[src/hdl/quote_bracket_aware_field_scanner_defines.svh]
// assertion macros for the field scanner
`ifndef QUOTE_BRACKET_AWARE_FIELD_SCANNER_DEFINES_SVH
`define QUOTE_BRACKET_AWARE_FIELD_SCANNER_DEFINES_SVH

`ifndef SYNTHESIS
`define QBFS_ASSERT_NOW(label, clk, rst_n, ante, cons) \
  label: assert property (@(posedge clk) disable iff (!rst_n) (ante) |-> (cons)) \
    else $error("assertion failed");
`define QBFS_ASSERT_NEXT(label, clk, rst_n, ante, cons) \
  label: assert property (@(posedge clk) disable iff (!rst_n) (ante) |=> (cons)) \
    else $error("assertion failed");
`else
`define QBFS_ASSERT_NOW(label, clk, rst_n, ante, cons)
`define QBFS_ASSERT_NEXT(label, clk, rst_n, ante, cons)
`endif

`endif

[src/hdl/qbfs_pkg.sv]
// types, codes and character constants for the field scanner
`timescale 1ns / 1ps

package qbfs_pkg;

  localparam logic [7:0] CH_NUL       = 8'h00;
  localparam logic [7:0] CH_SPACE     = 8'h20;
  localparam logic [7:0] CH_TAB       = 8'h09;
  localparam logic [7:0] CH_DQUOTE    = 8'h22;
  localparam logic [7:0] CH_SQUOTE    = 8'h27;
  localparam logic [7:0] CH_BACKSLASH = 8'h5C;

  localparam logic [1:0] KIND_PAREN   = 2'd0;
  localparam logic [1:0] KIND_SQUARE  = 2'd1;
  localparam logic [1:0] KIND_CURLY   = 2'd2;

  localparam logic [1:0] ST_DELIM     = 2'd0;
  localparam logic [1:0] ST_UNTERM    = 2'd1;
  localparam logic [1:0] ST_END       = 2'd2;
  localparam logic [1:0] ST_END_ERR   = 2'd3;

  localparam logic [1:0] REG_START    = 2'd0;
  localparam logic [1:0] REG_DELIMS   = 2'd1;
  localparam logic [1:0] REG_COUNT    = 2'd2;
  localparam logic [1:0] REG_EOE      = 2'd3;

  typedef enum logic [3:0] {
    MODE_PLAIN        = 4'b0001,
    MODE_STRING       = 4'b0010,
    MODE_BLOCK        = 4'b0100,
    MODE_BLOCK_STRING = 4'b1000
  } scan_mode_t;

  typedef struct packed {
    logic       hit;
    logic [1:0] kind;
  } bracket_t;

  function automatic bracket_t open_kind(input logic [7:0] c);
    bracket_t b;
    b.hit  = 1'b1;
    b.kind = KIND_PAREN;
    case (c)
      8'h28:   b.kind = KIND_PAREN;
      8'h5B:   b.kind = KIND_SQUARE;
      8'h7B:   b.kind = KIND_CURLY;
      default: b.hit  = 1'b0;
    endcase
    return b;
  endfunction

  function automatic logic [7:0] open_char(input logic [1:0] kind);
    logic [7:0] c;
    case (kind)
      KIND_SQUARE: c = 8'h5B;
      KIND_CURLY:  c = 8'h7B;
      default:     c = 8'h28;
    endcase
    return c;
  endfunction

  function automatic logic [7:0] close_char(input logic [1:0] kind);
    logic [7:0] c;
    case (kind)
      KIND_SQUARE: c = 8'h5D;
      KIND_CURLY:  c = 8'h7D;
      default:     c = 8'h29;
    endcase
    return c;
  endfunction

  function automatic logic is_quote(input logic [7:0] c);
    return (c == CH_DQUOTE) || (c == CH_SQUOTE);
  endfunction

endpackage

[src/hdl/quote_bracket_aware_field_scanner.sv]
// each input transfer is held in the input register, and a field result is then written to the result register
// throughput: one byte per cycle while out_tready stays high
// all per-byte work is combinational logic between the input register and the scan state and result registers
// rst_n is synchronous, active low: clears scan state, loads position 0, error_on_end 1
`timescale 1ns / 1ps

`include "quote_bracket_aware_field_scanner_defines.svh"

module quote_bracket_aware_field_scanner
  import qbfs_pkg::*;
#(
  parameter int NEST_LIMIT     = 255,
  parameter int MAX_DELIMITERS = 8,
  parameter int POSITION_BITS  = 32
) (
  input  logic         clk,
  input  logic         rst_n,
  input  logic         cfg_wr_en,
  input  logic [1:0]   cfg_addr,
  input  logic [63:0]  cfg_wdata,
  input  logic         in_tvalid,
  output logic         in_tready,
  input  logic [7:0]   in_tdata,   // data_byte
  input  logic         in_tlast,   // last_byte
  output logic         out_tvalid,
  input  logic         out_tready,
  output logic [103:0] out_tdata,  // stop_position, field_first, field_last, field_empty, pad
  output logic [1:0]   out_tuser   // status
);

  localparam int DW = $clog2(NEST_LIMIT + 1);
  localparam logic [DW-1:0] DEPTH_MAX = DW'(NEST_LIMIT);
  localparam logic [DW-1:0] DEPTH_ONE = DW'(1);
  localparam logic [POSITION_BITS-1:0] POS_ONE = POSITION_BITS'(1);

  // configuration
  logic [31:0] start_r;
  logic [63:0] delims_r;
  logic [3:0]  count_r;
  logic        eoe_r;

  // input register
  logic       in_valid_r;
  logic [7:0] byte_r;
  logic       last_r;

  // scan state
  scan_mode_t               mode_r, mode_nxt;
  logic [7:0]               quote_r, quote_nxt;
  logic [1:0]               kind_r, kind_nxt;
  logic [DW-1:0]            depth_r, depth_nxt;
  logic                     esc_r, esc_nxt;
  logic                     started_r, started_nxt;
  logic [POSITION_BITS-1:0] first_r, first_nxt;
  logic [POSITION_BITS-1:0] last_pos_r, last_pos_nxt;
  logic [POSITION_BITS-1:0] pos_r, pos_nxt;

  // result register
  logic        out_valid_r;
  logic [1:0]  status_r;
  logic [31:0] stop_r, res_first_r, res_last_r;
  logic        empty_r;

  logic        out_free, advance;
  logic        hit, err, delim;
  logic [1:0]  status_c;
  logic [31:0] res_first_c, res_last_c;
  logic        empty_c;
  bracket_t    br;

  assign out_free  = !out_valid_r || out_tready;
  assign advance   = in_valid_r && out_free;
  assign in_tready = !in_valid_r || out_free;

  always_comb begin
    delim = (byte_r == CH_NUL);
    for (int i = 0; i < MAX_DELIMITERS; i++) begin
      if ((4'(i) < count_r) && (delims_r[8*i +: 8] == byte_r)) begin
        delim = 1'b1;
      end
    end
  end

  always_comb begin
    mode_nxt     = mode_r;
    quote_nxt    = quote_r;
    kind_nxt     = kind_r;
    depth_nxt    = depth_r;
    esc_nxt      = esc_r;
    started_nxt  = started_r;
    first_nxt    = first_r;
    last_pos_nxt = last_pos_r;
    hit          = 1'b0;
    err          = 1'b0;
    status_c     = ST_DELIM;
    br           = open_kind(byte_r);

    case (mode_r)
      MODE_PLAIN: begin
        if (delim) begin
          hit = 1'b1;
        end else if (byte_r != CH_SPACE && byte_r != CH_TAB) begin
          if (!started_r) begin
            started_nxt = 1'b1;
            first_nxt   = pos_r;
          end
          if (is_quote(byte_r)) begin
            mode_nxt  = MODE_STRING;
            quote_nxt = byte_r;
            esc_nxt   = 1'b0;
          end else if (br.hit) begin
            mode_nxt  = MODE_BLOCK;
            kind_nxt  = br.kind;
            depth_nxt = DEPTH_ONE;
          end else begin
            last_pos_nxt = pos_r;
          end
        end
      end
      MODE_STRING, MODE_BLOCK_STRING: begin
        if (esc_r) begin
          esc_nxt = 1'b0;
        end else if (byte_r == CH_BACKSLASH) begin
          esc_nxt = 1'b1;
        end else if (byte_r == quote_r) begin
          if (mode_r == MODE_BLOCK_STRING) begin
            mode_nxt = MODE_BLOCK;
          end else begin
            mode_nxt     = MODE_PLAIN;
            last_pos_nxt = pos_r;
          end
        end
      end
      MODE_BLOCK: begin
        if (byte_r == close_char(kind_r)) begin
          if (depth_r <= DEPTH_ONE) begin
            depth_nxt    = '0;
            mode_nxt     = MODE_PLAIN;
            last_pos_nxt = pos_r;
          end else begin
            depth_nxt = depth_r - DEPTH_ONE;
          end
        end else if (byte_r == open_char(kind_r)) begin
          if (depth_r >= DEPTH_MAX) begin
            hit = 1'b1;
            err = 1'b1;
          end else begin
            depth_nxt = depth_r + DEPTH_ONE;
          end
        end else if (is_quote(byte_r)) begin
          mode_nxt  = MODE_BLOCK_STRING;
          quote_nxt = byte_r;
          esc_nxt   = 1'b0;
        end
      end
      default: begin
        mode_nxt = MODE_PLAIN;
      end
    endcase

    if (!hit && last_r) begin
      hit = 1'b1;
      if (mode_nxt != MODE_PLAIN) begin
        err = 1'b1;
      end else begin
        status_c = eoe_r ? ST_END_ERR : ST_END;
      end
    end
    if (err) begin
      status_c = ST_UNTERM;
    end

    empty_c     = err || !started_nxt;
    res_first_c = empty_c ? '0 : 32'(first_nxt);
    res_last_c  = empty_c ? '0 : 32'(last_pos_nxt);

    if (hit) begin
      mode_nxt     = MODE_PLAIN;
      quote_nxt    = '0;
      kind_nxt     = KIND_PAREN;
      depth_nxt    = '0;
      esc_nxt      = 1'b0;
      started_nxt  = 1'b0;
      first_nxt    = '0;
      last_pos_nxt = '0;
    end
    pos_nxt = (hit && last_r) ? POSITION_BITS'(start_r) : pos_r + POS_ONE;
  end

  always_ff @(posedge clk) begin
    if (!rst_n) begin
      start_r     <= '0;
      delims_r    <= '0;
      count_r     <= '0;
      eoe_r       <= 1'b1;
      in_valid_r  <= 1'b0;
      mode_r      <= MODE_PLAIN;
      quote_r     <= '0;
      kind_r      <= KIND_PAREN;
      depth_r     <= '0;
      esc_r       <= 1'b0;
      started_r   <= 1'b0;
      first_r     <= '0;
      last_pos_r  <= '0;
      pos_r       <= '0;
      out_valid_r <= 1'b0;
    end else begin
      if (in_tready) begin
        in_valid_r <= in_tvalid;
      end
      if (advance) begin
        mode_r     <= mode_nxt;
        quote_r    <= quote_nxt;
        kind_r     <= kind_nxt;
        depth_r    <= depth_nxt;
        esc_r      <= esc_nxt;
        started_r  <= started_nxt;
        first_r    <= first_nxt;
        last_pos_r <= last_pos_nxt;
        pos_r      <= pos_nxt;
      end
      if (advance && hit) begin
        out_valid_r <= 1'b1;
      end else if (out_tready) begin
        out_valid_r <= 1'b0;
      end
      if (cfg_wr_en) begin
        case (cfg_addr)
          REG_START: begin
            start_r <= cfg_wdata[31:0];
            pos_r   <= POSITION_BITS'(cfg_wdata[31:0]);
          end
          REG_DELIMS: delims_r <= cfg_wdata;
          REG_COUNT:  count_r  <= cfg_wdata[3:0];
          REG_EOE:    eoe_r    <= cfg_wdata[0];
          default: ;
        endcase
      end
    end
  end

  // payload registers
  always_ff @(posedge clk) begin
    if (in_tready) begin
      byte_r <= in_tdata;
      last_r <= in_tlast;
    end
    if (advance && hit) begin
      status_r    <= status_c;
      stop_r      <= 32'(pos_r);
      res_first_r <= res_first_c;
      res_last_r  <= res_last_c;
      empty_r     <= empty_c;
    end
  end

  assign out_tvalid = out_valid_r;
  assign out_tuser  = status_r;
  assign out_tdata  = {7'b0, empty_r, res_last_r, res_first_r, stop_r};

  `QBFS_ASSERT_NOW(a_err_empty, clk, rst_n, out_valid_r && status_r == ST_UNTERM, empty_r)
  `QBFS_ASSERT_NOW(a_empty_zero, clk, rst_n, out_valid_r && empty_r,
                   res_first_r == '0 && res_last_r == '0)
  `QBFS_ASSERT_NOW(a_depth_mode, clk, rst_n, mode_r == MODE_PLAIN || mode_r == MODE_STRING,
                   depth_r == '0)
  `QBFS_ASSERT_NOW(a_depth_limit, clk, rst_n, mode_r == MODE_BLOCK || mode_r == MODE_BLOCK_STRING,
                   depth_r != '0 && depth_r <= DEPTH_MAX)
  `QBFS_ASSERT_NEXT(a_pos_reload, clk, rst_n, advance && last_r,
                    pos_r == POSITION_BITS'(start_r) && out_valid_r)

endmodule

[config.mk]
export PLATFORM = sky130hd
export DESIGN_NAME = quote_bracket_aware_field_scanner
export DESIGN_NICKNAME = d
export VERILOG_FILES = /design/src/hdl/qbfs_pkg.sv /design/src/hdl/quote_bracket_aware_field_scanner.sv
export VERILOG_INCLUDE_DIRS = /design/src /design/src/hdl
export SDC_FILE = /design/constraint.sdc
export NUM_CORES = 1
export LEC_CHECK = 0
export CORE_MARGIN = 2
export CORE_UTILIZATION = 54
export DETAILED_ROUTE_END_ITERATION = 10
export DONT_BUFFER_PORTS = 1
export PLACE_DENSITY_LB_ADDON = 0.25
export SYNTH_ARGS = -nofsm -noshare
export SYNTH_HDL_FRONTEND = slang
export SYNTH_SLANG_ARGS = --single-unit
[constraint.sdc]
create_clock -name clk -period 7.1 [get_ports clk]
set_input_delay 0.71 -clock clk [delete_from_list [all_inputs] [get_ports clk]]
set_output_delay 0.71 -clock clk [all_outputs]
set_load 0.05 [all_outputs]
==> impl_metrics.toml <==
[critical_path]
timing.critical_path.from = "byte_r[4]"
worstPathArrival_ns = 4.79
end_kind = "flip-flop"
reg2reg_from = "byte_r[4]"
worstSetupStartpointType = "flip-flop"
critPathMaxFanout = 35
crit_type = "reg -> reg"
cp.required_ns = 7.28

[place]
gp_congestion = 0.9377
dpl.hpwl_um = 23160
dpl_cell_area_um2 = 14720
port_buffers = 0

[run]
drv_cap = 0

[power]
pwr_density_cell_nw_per_um2 = 265.4
peakVddDrop_uv = 210.5
leakagePower_nw = 5.574

[finish]
final_area_um2 = 15830
nFillCells = 2272
area_growth_pct = 7.804
diodes = 0
nNetsFinal = 1552
layout-drive-gt1-share = 0.06693

[clocking]
clock-sinks = 331
cts_hold_buf = 0
clk_pin_slew_ns = 0.06
root_buffer = "clkbuf_16"
worstSkewPairLatency_ns = 0.53
clockBufferDepth = 3
post_cts_buffers = 0
cts_tree = "built"
numCtsBuffers = 35
htreeDepth = 2
ctsResizeCount = 0

[synthesis]
ys_ff_latch = 331
syn_area_um2 = 14690
yosysUniqueCellTypes = 75
synth_seq_area_share = 0.5248
syn_avg_cell_area_um2 = 9.517
yosys_warnings = 0
synth-edff-count = 108
synthFlopType = "dfxtp_1"
syn_inst = 1543
synthArstFlopShare = 0

[floorplan]
fp.dieW_um = 168.9
placement_rows = 60
dieArea_um2 = 28530
fp.dieH_um = 168.9
initial_utilization = 0.5479
pin_count = 188
core-area_um2 = 26800

[route]
vias = 11030
drcViolationCount = 0
finalWirelength_um = 35530
dr.pass1.iters = 7
drtIter0Drc = 1030
ant_nets = 0
wl_per_cell_um = 19.36
via_per_inst = 6.010

[timing]
worst_pin_slew_ns = 1.361
report.final.slew_viol_count = 0
final.period_utilization = 0.6495
relSlewSlack = 0.08958
setup_violations = 0
rsz0062_at_grt = "false"
period_needed_ns = 4.612
fmax_mhz = 216.8
worst_clock_skew_ns = 0.01523
timing.setup.tns_ns = 0
final_hold_viol_count = 0

[run_status]
status = "finished clean"

[global_route]
grt_pass1_wl_um = 56120
grt_max_degree = 111
grtUsageTotal = 0.2450
grt_pass1_vias = 10340
antenna_found_initial = 0
grt_overflow = 0

[hold_path]
hp-start = "rst_n"
hold_path_class = "in -> reg"
state kept, by name, indices dropped and copies added (netlist names):
signal	flops
last_pos_r	32
kind_r	2
depth_r	8
started_r	1
out_tuser	2
eoe_r	1
empty_r	1
last_r	1
start_r	32
esc_r	1
first_r	32
count_r	4
res_first_r	32
mode_r	4
quote_r	8
res_last_r	32
in_valid_r	1
stop_r	32
out_tvalid	1
delims_r	64
pos_r	32
byte_r	8
Yosys cell counts, drive strengths merged (19+ instances only):
cell,n,area [um^2]
xnor2,59,516.8
nand2,254,955.9
nor2,123,461.7
nand4,20,125.1
o21ai,46,234.0
nor3,26,140.1
nand3,28,140.1
mux2i,74,740.7
a21oi,171,855.8
xor2,19,166.4
clkbuf,79,296.5
edfxtp,108,3243
dfxtp,223,4464
a22o,67,586.8
buf,56,325.3
cell type report:
type                            count  area, um^2  area share
Multi-Input combinational cell   1070        6411      0.4050
Timing Repair Buffer               16       120.1    0.007587
Sequential cell                   331        7707      0.4868
Inverter                           13       50.05    0.003161
Tap cell                          341       426.7     0.02695
Clock buffer                       43       937.1     0.05920
Clock inverter                     21       178.9     0.01130
per-layer routing:
| layer | up-vias | track usage | wire length, um |
|---|---|---|---|
| met2 | 441 | 0.3772 | 15640 |
| met3 | 69 | 0.06126 | 2900 |
| met1 | 5206 | 0.3411 | 16190 |
| met5 | - | 0 | 0 |
| met4 | 0 | 0.07609 | 801 |
| li1 | 5312 | - | - |
cells in the final DEF, fill, tap and decap left out, types with 8 or more instances in the layout:
master,count
nand2_1,253
dfxtp_1,223
a21oi_1,171
nor2_1,121
edfxtp_1,108
mux2i_1,74
a22o_1,67
xnor2_1,59
o21ai_0,42
clkbuf_16,36
nand3_1,28
nor3_1,24
nand4_1,20
xor2_1,19
buf_4,16
and3_1,13
nor4_1,12
o221ai_1,12
inv_1,11
clkinv_2,10
o211ai_1,8
a31oi_1,8
per-stage QoR:
| step | hold WS [ns] | total power [W] | setup WS (ns) | std cells | utilization |
|---|---|---|---|---|---|
| floorplan | 0.4064 | 0.002406 | 1.643 | 1549 | - |
| global placement | 0.4402 | 0.002458 | 2.635 | 1771 | 0.5491 |
| detailed placement | 0.4461 | 0.002465 | 2.478 | 1771 | 0.5491 |
| CTS | 0.2553 | 0.004230 | 2.481 | 1835 | 0.5907 |
| global route | 0.2660 | 0.004334 | 2.211 | 1835 | 0.5907 |
| finish | 0.2737 | 0.004202 | 2.488 | 1835 | 0.5907 |
kinds of logic (layout without fill, tap and decap cells):
kind of cell               count (synthesis)  count (layout)  share of synthesized area
AOI/OAI and AO/OA                        366             366                     0.1607
muxes                                     75              75                    0.05121
xor gates and xnor gates                  78              78                    0.04652
DFF                                      331             331                     0.5248
buffers and inverters                    148              93                    0.04567
and+or+nand+nor                          539             539                     0.1666
adders and majority gates                  5               5                   0.004260
other                                      1               7                  0.0002554
report_power, final:
| group | switching [W] | internal, W | total [W] |
|---|---|---|---|
| Combinational | 0.000163 | 0.0000939 | 0.000257 |
| Sequential | 0.000147 | 0.00202 | 0.00217 |
| Clock | 0.000754 | 0.00102 | 0.00178 |
| Total | 0.00106 | 0.00314 | 0.00420 |
worst max-delay path, cell delays in order, from the launching register on:
cell	delay, ns
edfxtp_1	0.72
or3b_1	0.49
a211o_1	0.36
or4_4	0.59
and2_1	0.29
nand2_2	0.12
o21ai_1	0.22
nor2_4	0.92
buf_4	0.53
worst paths after layout:
| path | end | slack (ns) | cells past startpoint |
|---|---|---|---|
| max | res_last_r[25] | 2.49 | 8 |
| min | eoe_r | 0.27 | 1 |
| max reg2reg | res_last_r[25] | 2.49 | 8 |
| min reg2reg | start_r[23] | 0.45 | 2 |
No activity file was read; power rests on OpenSTA's default activity.
